### src/hdl/rcl_pkg.sv
// ----------------------------------------------------------------------------
// rcl_pkg
// Types and constants shared by the rotator command line parser modules.
// ----------------------------------------------------------------------------
package rcl_pkg;

	localparam int GOAL_W   = 24;
	localparam int CFG_IDX_W = 2;
	localparam int EV_W     = 3;
	localparam int TDATA_W  = 56;
	localparam int NCAP     = 5;

	// number magnitude saturates early: anything past the cap clamps anyway
	localparam int MAG_W    = 19;
	localparam logic [MAG_W-1:0] MAG_CAP = MAG_W'(1 << 18);
	localparam int FRAC_W   = 7;
	localparam int SCALED_W = 25;
	localparam int VAL_W    = 26;

	localparam logic [7:0] CH_TAB   = 8'h09;
	localparam logic [7:0] CH_LF    = 8'h0A;
	localparam logic [7:0] CH_VT    = 8'h0B;
	localparam logic [7:0] CH_FF    = 8'h0C;
	localparam logic [7:0] CH_CR    = 8'h0D;
	localparam logic [7:0] CH_SP    = 8'h20;
	localparam logic [7:0] CH_PLUS  = 8'h2B;
	localparam logic [7:0] CH_MINUS = 8'h2D;
	localparam logic [7:0] CH_DOT   = 8'h2E;
	localparam logic [7:0] CH_0     = 8'h30;
	localparam logic [7:0] CH_9     = 8'h39;
	localparam logic [7:0] CH_UA    = 8'h41;
	localparam logic [7:0] CH_UE    = 8'h45;
	localparam logic [7:0] CH_UL    = 8'h4C;
	localparam logic [7:0] CH_US    = 8'h53;
	localparam logic [7:0] CH_UZ    = 8'h5A;
	localparam logic [7:0] CH_LA    = 8'h61;
	localparam logic [7:0] CH_LZ    = 8'h7A;

	typedef enum logic [EV_W-1:0] {
		EV_STORED  = 3'd0,
		EV_IGNORED = 3'd1,
		EV_QUERY   = 3'd2,
		EV_TARGET  = 3'd3,
		EV_STOP    = 3'd4
	} rcl_event_t;

	localparam logic [CFG_IDX_W-1:0] CFG_AZ_MIN = 2'd0;
	localparam logic [CFG_IDX_W-1:0] CFG_AZ_MAX = 2'd1;
	localparam logic [CFG_IDX_W-1:0] CFG_EL_MIN = 2'd2;
	localparam logic [CFG_IDX_W-1:0] CFG_EL_MAX = 2'd3;

	typedef struct packed {
		logic store;
		logic line_start;
		logic scan_run;
		logic scale;
		logic finish;
	} ctl_cmd_t;

	typedef struct packed {
		logic eol;
		logic scan_done;
		logic out_free;
	} ctl_sts_t;

endpackage

### src/hdl/rcl_ram.sv
// ----------------------------------------------------------------------------
// rcl_ram
// Generic single-write, single-read RAM with registered read data.
// ----------------------------------------------------------------------------
module rcl_ram #(
	parameter int WIDTH = 8,
	parameter int DEPTH = 64
) (
	input  logic                     clk,
	input  logic                     wr_en,
	input  logic [$clog2(DEPTH)-1:0] wr_addr,
	input  logic [WIDTH-1:0]         wr_data,
	input  logic                     rd_en,
	input  logic [$clog2(DEPTH)-1:0] rd_addr,
	output logic [WIDTH-1:0]         rd_data
);

	logic [WIDTH-1:0] mem_q [DEPTH];

	always_ff @(posedge clk) begin
		if (wr_en) begin
			mem_q[wr_addr] <= wr_data;
		end
		if (rd_en) begin
			rd_data <= mem_q[rd_addr];
		end
	end

endmodule

### src/hdl/rcl_num.sv
// ----------------------------------------------------------------------------
// rcl_num
// Character-serial decimal reader: hundredths of a degree, letters reject.
// ----------------------------------------------------------------------------
module rcl_num #(
	parameter int NUMBER_CHARS = 10
) (
	input  logic                              clk,
	input  logic                              arst_n,
	input  logic                              clear,
	input  logic                              feed,
	input  logic [7:0]                        ch,
	output logic                              rejected,
	output logic signed [rcl_pkg::VAL_W-1:0]  value
);

	import rcl_pkg::*;

	localparam int K_W   = $clog2(NUMBER_CHARS + 1);
	localparam int ACC_W = MAG_W + 4;

	typedef enum logic [1:0] {NP_WS, NP_INT, NP_FRAC, NP_STOP} np_state_t;

	np_state_t          st_q;
	logic [K_W-1:0]     k_q;
	logic               rej_q;
	logic               neg_q;
	logic [MAG_W-1:0]   mag_q;
	logic [FRAC_W-1:0]  frac_q;
	logic [1:0]         fcnt_q;

	logic               step;
	logic               is_digit;
	logic               is_letter;
	logic               is_ws;
	logic [3:0]         d;
	logic [ACC_W-1:0]   acc;
	logic [MAG_W-1:0]   mag_next;
	logic [VAL_W-1:0]   wide;
	logic [SCALED_W-1:0] scaled;

	always_comb begin
		step      = feed && (k_q != K_W'(NUMBER_CHARS));
		is_digit  = (ch >= CH_0) && (ch <= CH_9);
		is_letter = ((ch >= CH_UA) && (ch <= CH_UZ)) || ((ch >= CH_LA) && (ch <= CH_LZ));
		is_ws     = (ch == CH_TAB) || (ch == CH_VT) || (ch == CH_FF);
		d         = ch[3:0];
		acc       = (ACC_W'(mag_q) << 3) + (ACC_W'(mag_q) << 1) + ACC_W'(d);
		mag_next  = (acc > ACC_W'(MAG_CAP)) ? MAG_CAP : acc[MAG_W-1:0];
		wide      = (VAL_W'(mag_q) << 6) + (VAL_W'(mag_q) << 5) + (VAL_W'(mag_q) << 2)
			+ VAL_W'(frac_q);
		scaled    = wide[SCALED_W-1:0];
		value     = neg_q ? -$signed({1'b0, scaled}) : $signed({1'b0, scaled});
		rejected  = rej_q;
	end

	always_ff @(posedge clk or negedge arst_n) begin
		if (!arst_n) begin
			st_q   <= NP_WS;
			k_q    <= '0;
			rej_q  <= 1'b0;
			neg_q  <= 1'b0;
			mag_q  <= '0;
			frac_q <= '0;
			fcnt_q <= '0;
		end else if (clear) begin
			st_q   <= NP_WS;
			k_q    <= '0;
			rej_q  <= 1'b0;
			neg_q  <= 1'b0;
			mag_q  <= '0;
			frac_q <= '0;
			fcnt_q <= '0;
		end else if (step) begin
			k_q <= k_q + 1'b1;
			if (is_letter) begin
				rej_q <= 1'b1;
			end
			unique case (st_q)
				NP_WS: begin
					if (is_ws) begin
						st_q <= NP_WS;
					end else if ((ch == CH_PLUS) || (ch == CH_MINUS)) begin
						neg_q <= (ch == CH_MINUS);
						st_q  <= NP_INT;
					end else if (is_digit) begin
						mag_q <= mag_next;
						st_q  <= NP_INT;
					end else if (ch == CH_DOT) begin
						st_q <= NP_FRAC;
					end else begin
						st_q <= NP_STOP;
					end
				end
				NP_INT: begin
					if (is_digit) begin
						mag_q <= mag_next;
					end else if (ch == CH_DOT) begin
						st_q <= NP_FRAC;
					end else begin
						st_q <= NP_STOP;
					end
				end
				NP_FRAC: begin
					if (is_digit) begin
						if (fcnt_q == 2'd0) begin
							frac_q <= (FRAC_W'(d) << 3) + (FRAC_W'(d) << 1);
						end else if (fcnt_q == 2'd1) begin
							frac_q <= frac_q + FRAC_W'(d);
						end
						if (fcnt_q != 2'd2) begin
							fcnt_q <= fcnt_q + 1'b1;
						end
					end else begin
						st_q <= NP_STOP;
					end
				end
				NP_STOP: begin
					st_q <= NP_STOP;
				end
				default: begin
					st_q <= NP_STOP;
				end
			endcase
		end
	end

endmodule

### src/hdl/rcl_datapath.sv
// ----------------------------------------------------------------------------
// rcl_datapath
// Line store, scan walker, token tracking, clamping and result register.
// ----------------------------------------------------------------------------
module rcl_datapath #(
	parameter int LINE_MAX     = 64,
	parameter int NUMBER_CHARS = 10
) (
	input  logic                                 clk,
	input  logic                                 arst_n,
	input  rcl_pkg::ctl_cmd_t                    cmd,
	output rcl_pkg::ctl_sts_t                    sts,
	input  logic [7:0]                           in_byte,
	input  logic                                 out_ready,
	output logic                                 out_valid,
	output logic [rcl_pkg::TDATA_W-1:0]          out_data,
	output logic [rcl_pkg::EV_W-1:0]             out_user,
	input  logic                                 cfg_valid,
	input  logic [rcl_pkg::CFG_IDX_W-1:0]        cfg_index,
	input  logic [rcl_pkg::GOAL_W-1:0]           cfg_data
);

	import rcl_pkg::*;

	localparam int LEN_W = $clog2(LINE_MAX + 1);
	localparam int AW    = $clog2(LINE_MAX);

	typedef enum logic [2:0] {P_TOK0, P_SPACE, P_E, P_TOK1, P_DONE} phase_t;

	logic [LEN_W-1:0]          len_q;
	logic [LEN_W-1:0]          rd_idx_q;
	logic [LEN_W-1:0]          idx_s1;
	logic                      vld_s1;
	logic                      stop_q;
	phase_t                    phase_q;
	logic                      b_found_q;
	logic [7:0]                c_q [NCAP];

	logic signed [GOAL_W-1:0]  az_min_q, az_max_q, el_min_q, el_max_q;
	logic signed [GOAL_W-1:0]  az_goal_q, el_goal_q;
	logic signed [VAL_W-1:0]   val_a_q, val_b_q;
	logic                      out_valid_q;
	logic [TDATA_W-1:0]        out_data_q;
	logic [EV_W-1:0]           out_user_q;

	logic                      wr_en;
	logic                      issue;
	logic [7:0]                ch;
	logic                      live;
	logic                      proc;
	logic                      feed_a, feed_b;
	logic                      rej_a, rej_b;
	logic signed [VAL_W-1:0]   num_a, num_b;

	logic                      is_az, is_query, is_el, is_stop;
	logic                      az_up, el_up;
	rcl_event_t                ev;
	logic signed [GOAL_W-1:0]  a_lo, a_hi, clamp_a, clamp_b;
	logic signed [GOAL_W-1:0]  az_new, el_new;

	function automatic logic signed [GOAL_W-1:0] clamp_goal(
		input logic signed [VAL_W-1:0]  v,
		input logic signed [GOAL_W-1:0] lo,
		input logic signed [GOAL_W-1:0] hi
	);
		logic signed [VAL_W-1:0] r;
		r = v;
		if (r > VAL_W'(hi)) begin
			r = VAL_W'(hi);
		end
		if (r < VAL_W'(lo)) begin
			r = VAL_W'(lo);
		end
		return GOAL_W'(r);
	endfunction

	assign wr_en = cmd.store && (len_q != LEN_W'(LINE_MAX));
	assign issue = cmd.scan_run && !stop_q && (rd_idx_q != len_q);

	rcl_ram #(
		.WIDTH(8),
		.DEPTH(LINE_MAX)
	) u_line_ram (
		.clk     (clk),
		.wr_en   (wr_en),
		.wr_addr (len_q[AW-1:0]),
		.wr_data (in_byte),
		.rd_en   (issue),
		.rd_addr (rd_idx_q[AW-1:0]),
		.rd_data (ch)
	);

	always_comb begin
		live   = vld_s1 && !stop_q;
		proc   = live && (ch != 8'h00);
		feed_a = proc && (phase_q == P_TOK0) && (ch != CH_SP) && (idx_s1 >= LEN_W'(2));
		feed_b = proc && (phase_q == P_TOK1) && (ch != CH_SP);
	end

	rcl_num #(.NUMBER_CHARS(NUMBER_CHARS)) u_num_a (
		.clk      (clk),
		.arst_n   (arst_n),
		.clear    (cmd.line_start),
		.feed     (feed_a),
		.ch       (ch),
		.rejected (rej_a),
		.value    (num_a)
	);

	rcl_num #(.NUMBER_CHARS(NUMBER_CHARS)) u_num_b (
		.clk      (clk),
		.arst_n   (arst_n),
		.clear    (cmd.line_start),
		.feed     (feed_b),
		.ch       (ch),
		.rejected (rej_b),
		.value    (num_b)
	);

	always_comb begin
		sts.eol       = (in_byte == CH_LF) || (in_byte == CH_CR);
		sts.scan_done = !vld_s1 && (stop_q || (rd_idx_q == len_q));
		sts.out_free  = !out_valid_q || out_ready;
	end

	// line decode at the end of a scan
	always_comb begin
		is_az    = (c_q[0] == CH_UA) && (c_q[1] == CH_UZ);
		is_query = is_az && (c_q[2] == CH_SP) && (c_q[3] == CH_UE) && (c_q[4] == CH_UL);
		is_el    = (c_q[0] == CH_UE) && (c_q[1] == CH_UL);
		is_stop  = (c_q[0] == CH_US) && (c_q[1] == CH_UA) && (c_q[2] == CH_SP)
			&& (c_q[3] == CH_US) && (c_q[4] == CH_UE);
		a_lo     = is_az ? az_min_q : el_min_q;
		a_hi     = is_az ? az_max_q : el_max_q;
		clamp_a  = clamp_goal(val_a_q, a_lo, a_hi);
		clamp_b  = clamp_goal(val_b_q, el_min_q, el_max_q);
		az_up    = 1'b0;
		el_up    = 1'b0;
		az_new   = az_goal_q;
		el_new   = el_goal_q;
		ev       = EV_IGNORED;
		if (is_query) begin
			ev = EV_QUERY;
		end else if (is_az) begin
			az_up = !rej_a;
			el_up = b_found_q && !rej_b;
			if (az_up) begin
				az_new = clamp_a;
			end
			if (el_up) begin
				el_new = clamp_b;
			end
			ev = (az_up || el_up) ? EV_TARGET : EV_IGNORED;
		end else if (is_el) begin
			el_up = !rej_a;
			if (el_up) begin
				el_new = clamp_a;
			end
			ev = el_up ? EV_TARGET : EV_IGNORED;
		end else if (is_stop) begin
			ev = EV_STOP;
		end
	end

	always_ff @(posedge clk or negedge arst_n) begin
		if (!arst_n) begin
			len_q       <= '0;
			rd_idx_q    <= '0;
			idx_s1      <= '0;
			vld_s1      <= 1'b0;
			stop_q      <= 1'b0;
			phase_q     <= P_TOK0;
			b_found_q   <= 1'b0;
			for (int j = 0; j < NCAP; j++) begin
				c_q[j] <= 8'h00;
			end
			az_min_q    <= 24'sd0;
			az_max_q    <= 24'sd36000;
			el_min_q    <= 24'sd0;
			el_max_q    <= 24'sd9000;
			az_goal_q   <= '0;
			el_goal_q   <= '0;
			val_a_q     <= '0;
			val_b_q     <= '0;
			out_valid_q <= 1'b0;
			out_data_q  <= '0;
			out_user_q  <= '0;
		end else begin
			if (cfg_valid) begin
				unique case (cfg_index)
					CFG_AZ_MIN: az_min_q <= cfg_data;
					CFG_AZ_MAX: az_max_q <= cfg_data;
					CFG_EL_MIN: el_min_q <= cfg_data;
					CFG_EL_MAX: el_max_q <= cfg_data;
					default: az_min_q <= az_min_q;
				endcase
			end

			if (out_valid_q && out_ready && !cmd.store) begin
				out_valid_q <= 1'b0;
			end

			if (cmd.store) begin
				if (wr_en) begin
					len_q <= len_q + 1'b1;
				end
				out_valid_q <= 1'b1;
				out_user_q  <= EV_STORED;
				out_data_q  <= {6'b0, 1'b0, el_goal_q, 1'b0, az_goal_q};
			end

			if (cmd.line_start) begin
				rd_idx_q  <= '0;
				vld_s1    <= 1'b0;
				stop_q    <= 1'b0;
				phase_q   <= P_TOK0;
				b_found_q <= 1'b0;
				for (int j = 0; j < NCAP; j++) begin
					c_q[j] <= 8'h00;
				end
			end else begin
				vld_s1 <= issue;
				idx_s1 <= rd_idx_q;
				if (issue) begin
					rd_idx_q <= rd_idx_q + 1'b1;
				end
				if (live && (ch == 8'h00)) begin
					stop_q <= 1'b1;
				end
				if (proc) begin
					for (int j = 0; j < NCAP; j++) begin
						if (idx_s1 == LEN_W'(j)) begin
							c_q[j] <= ch;
						end
					end
					case (phase_q)
						P_TOK0: begin
							if (ch == CH_SP) begin
								phase_q <= P_SPACE;
							end
						end
						P_SPACE: begin
							if (ch == CH_UE) begin
								phase_q <= P_E;
							end else if (ch != CH_SP) begin
								phase_q <= P_DONE;
							end
						end
						P_E: begin
							if (ch == CH_UL) begin
								phase_q   <= P_TOK1;
								b_found_q <= 1'b1;
							end else begin
								phase_q <= P_DONE;
							end
						end
						P_TOK1: begin
							if (ch == CH_SP) begin
								phase_q <= P_DONE;
							end
						end
						default: phase_q <= P_DONE;
					endcase
				end
			end

			if (cmd.scale) begin
				val_a_q <= num_a;
				val_b_q <= num_b;
			end

			if (cmd.finish) begin
				len_q       <= '0;
				az_goal_q   <= az_new;
				el_goal_q   <= el_new;
				out_valid_q <= 1'b1;
				out_user_q  <= ev;
				out_data_q  <= {6'b0, el_up, el_new, az_up, az_new};
			end
		end
	end

	assign out_valid = out_valid_q;
	assign out_data  = out_data_q;
	assign out_user  = out_user_q;

endmodule

### src/hdl/rcl_ctrl.sv
// ----------------------------------------------------------------------------
// rcl_ctrl
// Controller: takes bytes, runs the line scan, scale and finish steps.
// ----------------------------------------------------------------------------
module rcl_ctrl (
	input  logic               clk,
	input  logic               arst_n,
	input  logic               in_valid,
	output logic               in_ready,
	input  rcl_pkg::ctl_sts_t  sts,
	output rcl_pkg::ctl_cmd_t  cmd
);

	import rcl_pkg::*;

	typedef enum logic [1:0] {S_IDLE, S_SCAN, S_SCALE, S_FINISH} state_t;

	state_t state_q;
	logic   take;

	always_comb begin
		in_ready       = (state_q == S_IDLE) && sts.out_free;
		take           = in_ready && in_valid;
		cmd.store      = take && !sts.eol;
		cmd.line_start = take && sts.eol;
		cmd.scan_run   = (state_q == S_SCAN);
		cmd.scale      = (state_q == S_SCALE);
		cmd.finish     = (state_q == S_FINISH);
	end

	always_ff @(posedge clk or negedge arst_n) begin
		if (!arst_n) begin
			state_q <= S_IDLE;
		end else begin
			unique case (state_q)
				S_IDLE: begin
					if (take && sts.eol) begin
						state_q <= S_SCAN;
					end
				end
				S_SCAN: begin
					if (sts.scan_done) begin
						state_q <= S_SCALE;
					end
				end
				S_SCALE:  state_q <= S_FINISH;
				S_FINISH: state_q <= S_IDLE;
				default:  state_q <= S_IDLE;
			endcase
		end
	end

endmodule

### src/hdl/rotator_command_line_parser.sv
// ----------------------------------------------------------------------------
// rotator_command_line_parser
// Rotator command line parser: buffers bytes, decodes a line at CR or LF.
// ----------------------------------------------------------------------------
// Ordinary byte: stored, and its result item registered as it is accepted.
// Line end: line RAM (one write, one read port) walked a character a cycle;
// scale and finish steps then register the result; a zero byte ends the
// walk early.
// One byte in flight at a time; next byte taken once its result can load.
// Reset clears line length, goals and control, loads default limits; line RAM not cleared.
// ----------------------------------------------------------------------------
module rotator_command_line_parser #(
	parameter int LINE_MAX     = 64,
	parameter int NUMBER_CHARS = 10
) (
	input  logic                                clk,
	input  logic                                arst_n,
	input  logic                                s_axis_tvalid,
	output logic                                s_axis_tready,
	input  logic [7:0]                          s_axis_tdata,  // rx_byte
	output logic                                m_axis_tvalid,
	input  logic                                m_axis_tready,
	// az_target[23:0], az_updated[24], el_target[48:25], el_updated[49], zero
	output logic [rcl_pkg::TDATA_W-1:0]         m_axis_tdata,
	output logic [rcl_pkg::EV_W-1:0]            m_axis_tuser,  // event_res
	input  logic                                cfg_valid,
	output logic                                cfg_ready,
	input  logic [rcl_pkg::CFG_IDX_W-1:0]       cfg_index,
	input  logic [rcl_pkg::GOAL_W-1:0]          cfg_data
);

	import rcl_pkg::*;

	ctl_cmd_t cmd;
	ctl_sts_t sts;

	assign cfg_ready = 1'b1;

	rcl_ctrl u_ctrl (
		.clk      (clk),
		.arst_n   (arst_n),
		.in_valid (s_axis_tvalid),
		.in_ready (s_axis_tready),
		.sts      (sts),
		.cmd      (cmd)
	);

	rcl_datapath #(
		.LINE_MAX     (LINE_MAX),
		.NUMBER_CHARS (NUMBER_CHARS)
	) u_datapath (
		.clk       (clk),
		.arst_n    (arst_n),
		.cmd       (cmd),
		.sts       (sts),
		.in_byte   (s_axis_tdata),
		.out_ready (m_axis_tready),
		.out_valid (m_axis_tvalid),
		.out_data  (m_axis_tdata),
		.out_user  (m_axis_tuser),
		.cfg_valid (cfg_valid),
		.cfg_index (cfg_index),
		.cfg_data  (cfg_data)
	);

endmodule

### config.mk
export PLATFORM = sky130hd
export DESIGN_NAME = rotator_command_line_parser
export DESIGN_NICKNAME = d
export VERILOG_FILES = /design/src/hdl/rcl_pkg.sv /design/src/hdl/rcl_ram.sv /design/src/hdl/rcl_num.sv /design/src/hdl/rcl_datapath.sv /design/src/hdl/rcl_ctrl.sv /design/src/hdl/rotator_command_line_parser.sv
export SDC_FILE = /design/constraint.sdc
export NUM_CORES = 2
export LEC_CHECK = 0
export ABC_AREA = 1
export BUFFER_PORTS_ARGS = -buffer_cell sky130_fd_sc_hd__buf_2
export CORE_MARGIN = 2
export CORE_UTILIZATION = 50
export CTS_CLUSTER_SIZE = 20
export DETAILED_ROUTE_END_ITERATION = 10
export PLACE_DENSITY = 0.78
export SYNTH_ARGS = -nofsm -noshare
export SYNTH_HDL_FRONTEND = slang
export SYNTH_SLANG_ARGS = --single-unit
### constraint.sdc
create_clock -name clk -period 11.75 [get_ports clk]
set_clock_uncertainty 0.05 [all_clocks]
set_input_delay 0.5875 -clock clk [delete_from_list [all_inputs] [get_ports clk]]
set_output_delay 0.5875 -clock clk [all_outputs]
set_load 0.02 [all_outputs]
==> results.md <==
* Antenna diodes at 0
* Leak pwr at 22.80 nW
* Starting density of the core at 50.49%
* Global route overflow at 0
* Status: completed
* RSZ-0062 raised after global routing: no
* Post-Route WL at 124.1 mm
* First-pass GRT wire length at 196.6 mm
* Commonest non-fill, non-tap cell in the layout: nand2_1
* Placed cell count at 6197
* Critical-path top delay cell: nand3_2
* Clock Sinks at 911
* Post-route DRC at 0
* Crit share post-route at 67.34%
* Worst R2R End: u_datapath.out_data[27]
* Fillers at 7942
* Finished Layout Cells at 6367
* CTS root buf: clkbuf_16
* Sequential area share after synthesis at 52.97%
* Fraction of registers with async set/reset at 42.92%
* Worst-margin pin slew at 1.257 ns
* Share of the synthesized area in the top cell type at 32.55%
* Core ar. at 95010 µm²
* Top_reg_cell synth: edfxtp_1
* Yosys reg bits at 911
* Fin crit period at 7.912 ns
* H-Tree Depth at 3
* Hold path endpoint: u_datapath.out_valid
* Drt wl/cell at 19.49 µm
* Final setup violation count at 0
* Critical Path RT at 12.24 ns
* CTS buffer count at 92
* Peak VDD IR at 186.5 µV
* Gr usage total at 25.15%
* Crit Path Max Fanout at 42
* CTS tree: yes
* Die width at 313.8 µm
* Initial antenna violation count at 0
* Synth warn at 0
* Share of layout cells above drive strength 1 at 7.644%
* Via density at 5.820
* Critical Path Max Stage Delay at 0.82 ns
* Worst setup EP type: flip-flop
* Pin count of the biggest net entering global routing at 220
* Setup TNS at 0 ns
* Router iterations before antenna repair at 6
* WHS Path Cells at 2
* Maximum clock rate at 126.4 MHz
* Reg2Reg Depth at 30
* Hold_sp: m_axis_tready
* Tightest Hold Check Type: in2reg
* Post-synth cell types at 63
* Largest area contributor in the netlist: edfxtp_1
* DR vias at 37050
* Mapped Area at 47970 µm²
* Worst-case hold slack at 0.1188 ns
* Syn-to-layout area delta at 9.577%
* Vias in the first global route at 36040
* Max-Cap Viols at 0
* Mapped Avg Cell Area at 9.553 µm²
* Crit path DAT at 8.40 ns
* Clock transition at path regs at 0.07 ns
* DIE AREA at 98440 µm²
* Slew margin rel. at 15.81%
* Drt initial violations at 4324
* Die Height at 313.8 µm
* Clk_lat worst skew at 0.69 ns
* Pwr dens at 192.8 nW/µm²
* IO buf count at 93
* Most frequent cells in the layout: 930 x nand2_1, 650 x o21ai_0, 520 x edfxtp_1, 458 x nor2_1, 383 x inv_1
* Startpoint types: flip-flop
* Synth Instances at 5022
* EDFF count, synth at 520
* Top cells by area, synth: edfxtp_1 33%, dfrtp_1 20%, ha_1 7.7%
* # resized after CTS at 0
* Final #Nets at 5404
* Type of the worst setup path: reg2reg
* Worst path most repeated cell: nand2_1
* IO Pins at 101
* Post-DP HPWL at 82.02 mm
* RD Place Congestion at 0.9634
* Clock buffer depth at 3
* R2R Setup Slk at 3.84 ns
* # rows at 113
* Pins Over Slew Limit at 0
* PnR Total Power at 10.14 mW
* Critical R2R Launch: u_datapath.c_q[37]
* Final count of hold timing violations at 0
* Post-DRT Antenna Nets at 0
==> sequential cells by signal (all words and copies together) (netlist names), 7 cells and up <==
signal and flops:
u_datapath.len_q 7, u_datapath.el_goal_q 24, u_datapath.az_goal_q 24, u_datapath.u_num_b.frac_q 7, u_datapath.val_a_q 26, u_datapath.u_num_a.mag_q 19, u_datapath.u_num_a.frac_q 7, u_datapath.rd_idx_q 7
u_datapath.c_q 40, u_datapath.el_max_q 24, u_datapath.u_line_ram.mem_q 512, u_datapath.el_min_q 24, u_datapath.out_data 50, u_datapath.idx_s1 7, u_datapath.u_num_b.mag_q 19, u_datapath.val_b_q 26
u_datapath.u_line_ram.rd_data 8, u_datapath.az_min_q 24, u_datapath.az_max_q 24
==> how the worst max path moves through the flow <==
stage                             from  cells past startpoint  slack (ns)                      end
finish              u_datapath.c_q[37]                     30        3.84  u_datapath.out_data[27]
global route        u_datapath.c_q[28]                     32        3.05  u_datapath.out_data[27]
CTS                 u_datapath.c_q[37]                     30        3.95  u_datapath.out_data[27]
detailed placement  u_datapath.c_q[37]                     30        4.03  u_datapath.out_data[26]
global placement    u_datapath.c_q[37]                     30        4.25  u_datapath.out_data[28]
floorplan           u_datapath.c_q[37]                     36        6.54  u_datapath.out_data[29]
==> kinds of logic after synthesis <==
group	count (synthesis)	share of synthesized area, %
other	2	0.01565
adder cells (fa/ha/maj)	338	9.488
AND/OR/NAND/NOR	1849	16.42
flip-flops	911	52.97
XOR/XNOR	129	2.355
buffers and inverters	624	5.104
AO/OA/AOI/OAI	1169	13.65
==> final cells by class <==
class                      count  area [µm²]  area share [%]
clock buffer                 124        2525           4.803
clock inverter                45       599.3           1.140
inverter                     398        1499           2.851
multi-input combinational   3492       20150           38.33
sequential                   911       25420           48.35
tap                         1265        1583           3.011
timing repair buffer         132       795.8           1.514
==> report_power, final <==
part,switching (mW),internal [mW],leakage [nW]
Combinational,2.36,0.914,11.5
Sequential,0.233,3.63,9.81
Clock,1.27,1.72,1.50
==> worst max-delay path: cells and delay by family, from the launching register on <==
kind,cells,cell delay [ns]
AO/OA/AOI/OAI,6,2.06
flip-flops,1,0.40
adder cells (fa/ha/maj),2,0.66
buffers and inverters,2,0.55
AND/OR/NAND/NOR,20,4.04
==> Yosys cell counts (all sizes together) (3+ instances only) <==
| library cell | number |
|---|---|
| a21boi | 6 |
| nor2 | 467 |
| nand3 | 259 |
| o21a | 31 |
| a221oi | 4 |
| a21oi | 206 |
| a21o | 3 |
| o211ai | 16 |
| buf | 30 |
| o31ai | 32 |
| inv | 392 |
| a211oi | 13 |
| a31oi | 17 |
| clkinv | 6 |
| nand3b | 3 |
| a22o | 3 |
| ha | 295 |
| xnor2 | 48 |
| o22ai | 85 |
| nor3b | 4 |
| nor4 | 24 |
| o21bai | 7 |
| nor3 | 47 |
| clkbuf | 196 |
| o21ai | 679 |
| dfstp | 10 |
| nand4 | 49 |
| or2 | 49 |
| o221ai | 57 |
| xor2 | 81 |
| edfxtp | 520 |
| dfrtp | 381 |
| nand2 | 942 |
| fa | 43 |
==> timing repair <==
item                                   4_1_cts  5_1_grt
setup buffers                                0        0
hold buffers                                 1        0
endpoints found under the hold margin        6        0
==> layer usage <==
metal | vias up | routed length (µm) | track usage (%)
met3 | 386 | 9596 | 3.708
met1 | 17610 | 48160 | 31.66
li1 | 17420 | - | -
met2 | 1640 | 59160 | 42.02
met4 | 0 | 7173 | 13.47
met5 | - | 0 | 0
==> metrics by stage <==
step | worst slack [ns] | util (%) | cell area [µm²]
6_report | 3.838 | 55.33 | 52570
2_1_floorplan | 6.544 | - | 47990
5_1_grt | 3.055 | 55.33 | 52570
4_1_cts | 3.946 | 55.33 | 52570
3_5_place_dp | 4.026 | 52.03 | 49430
3_3_place_gp | 4.251 | 52.03 | 49430
(Power assumes the default switching activity.)
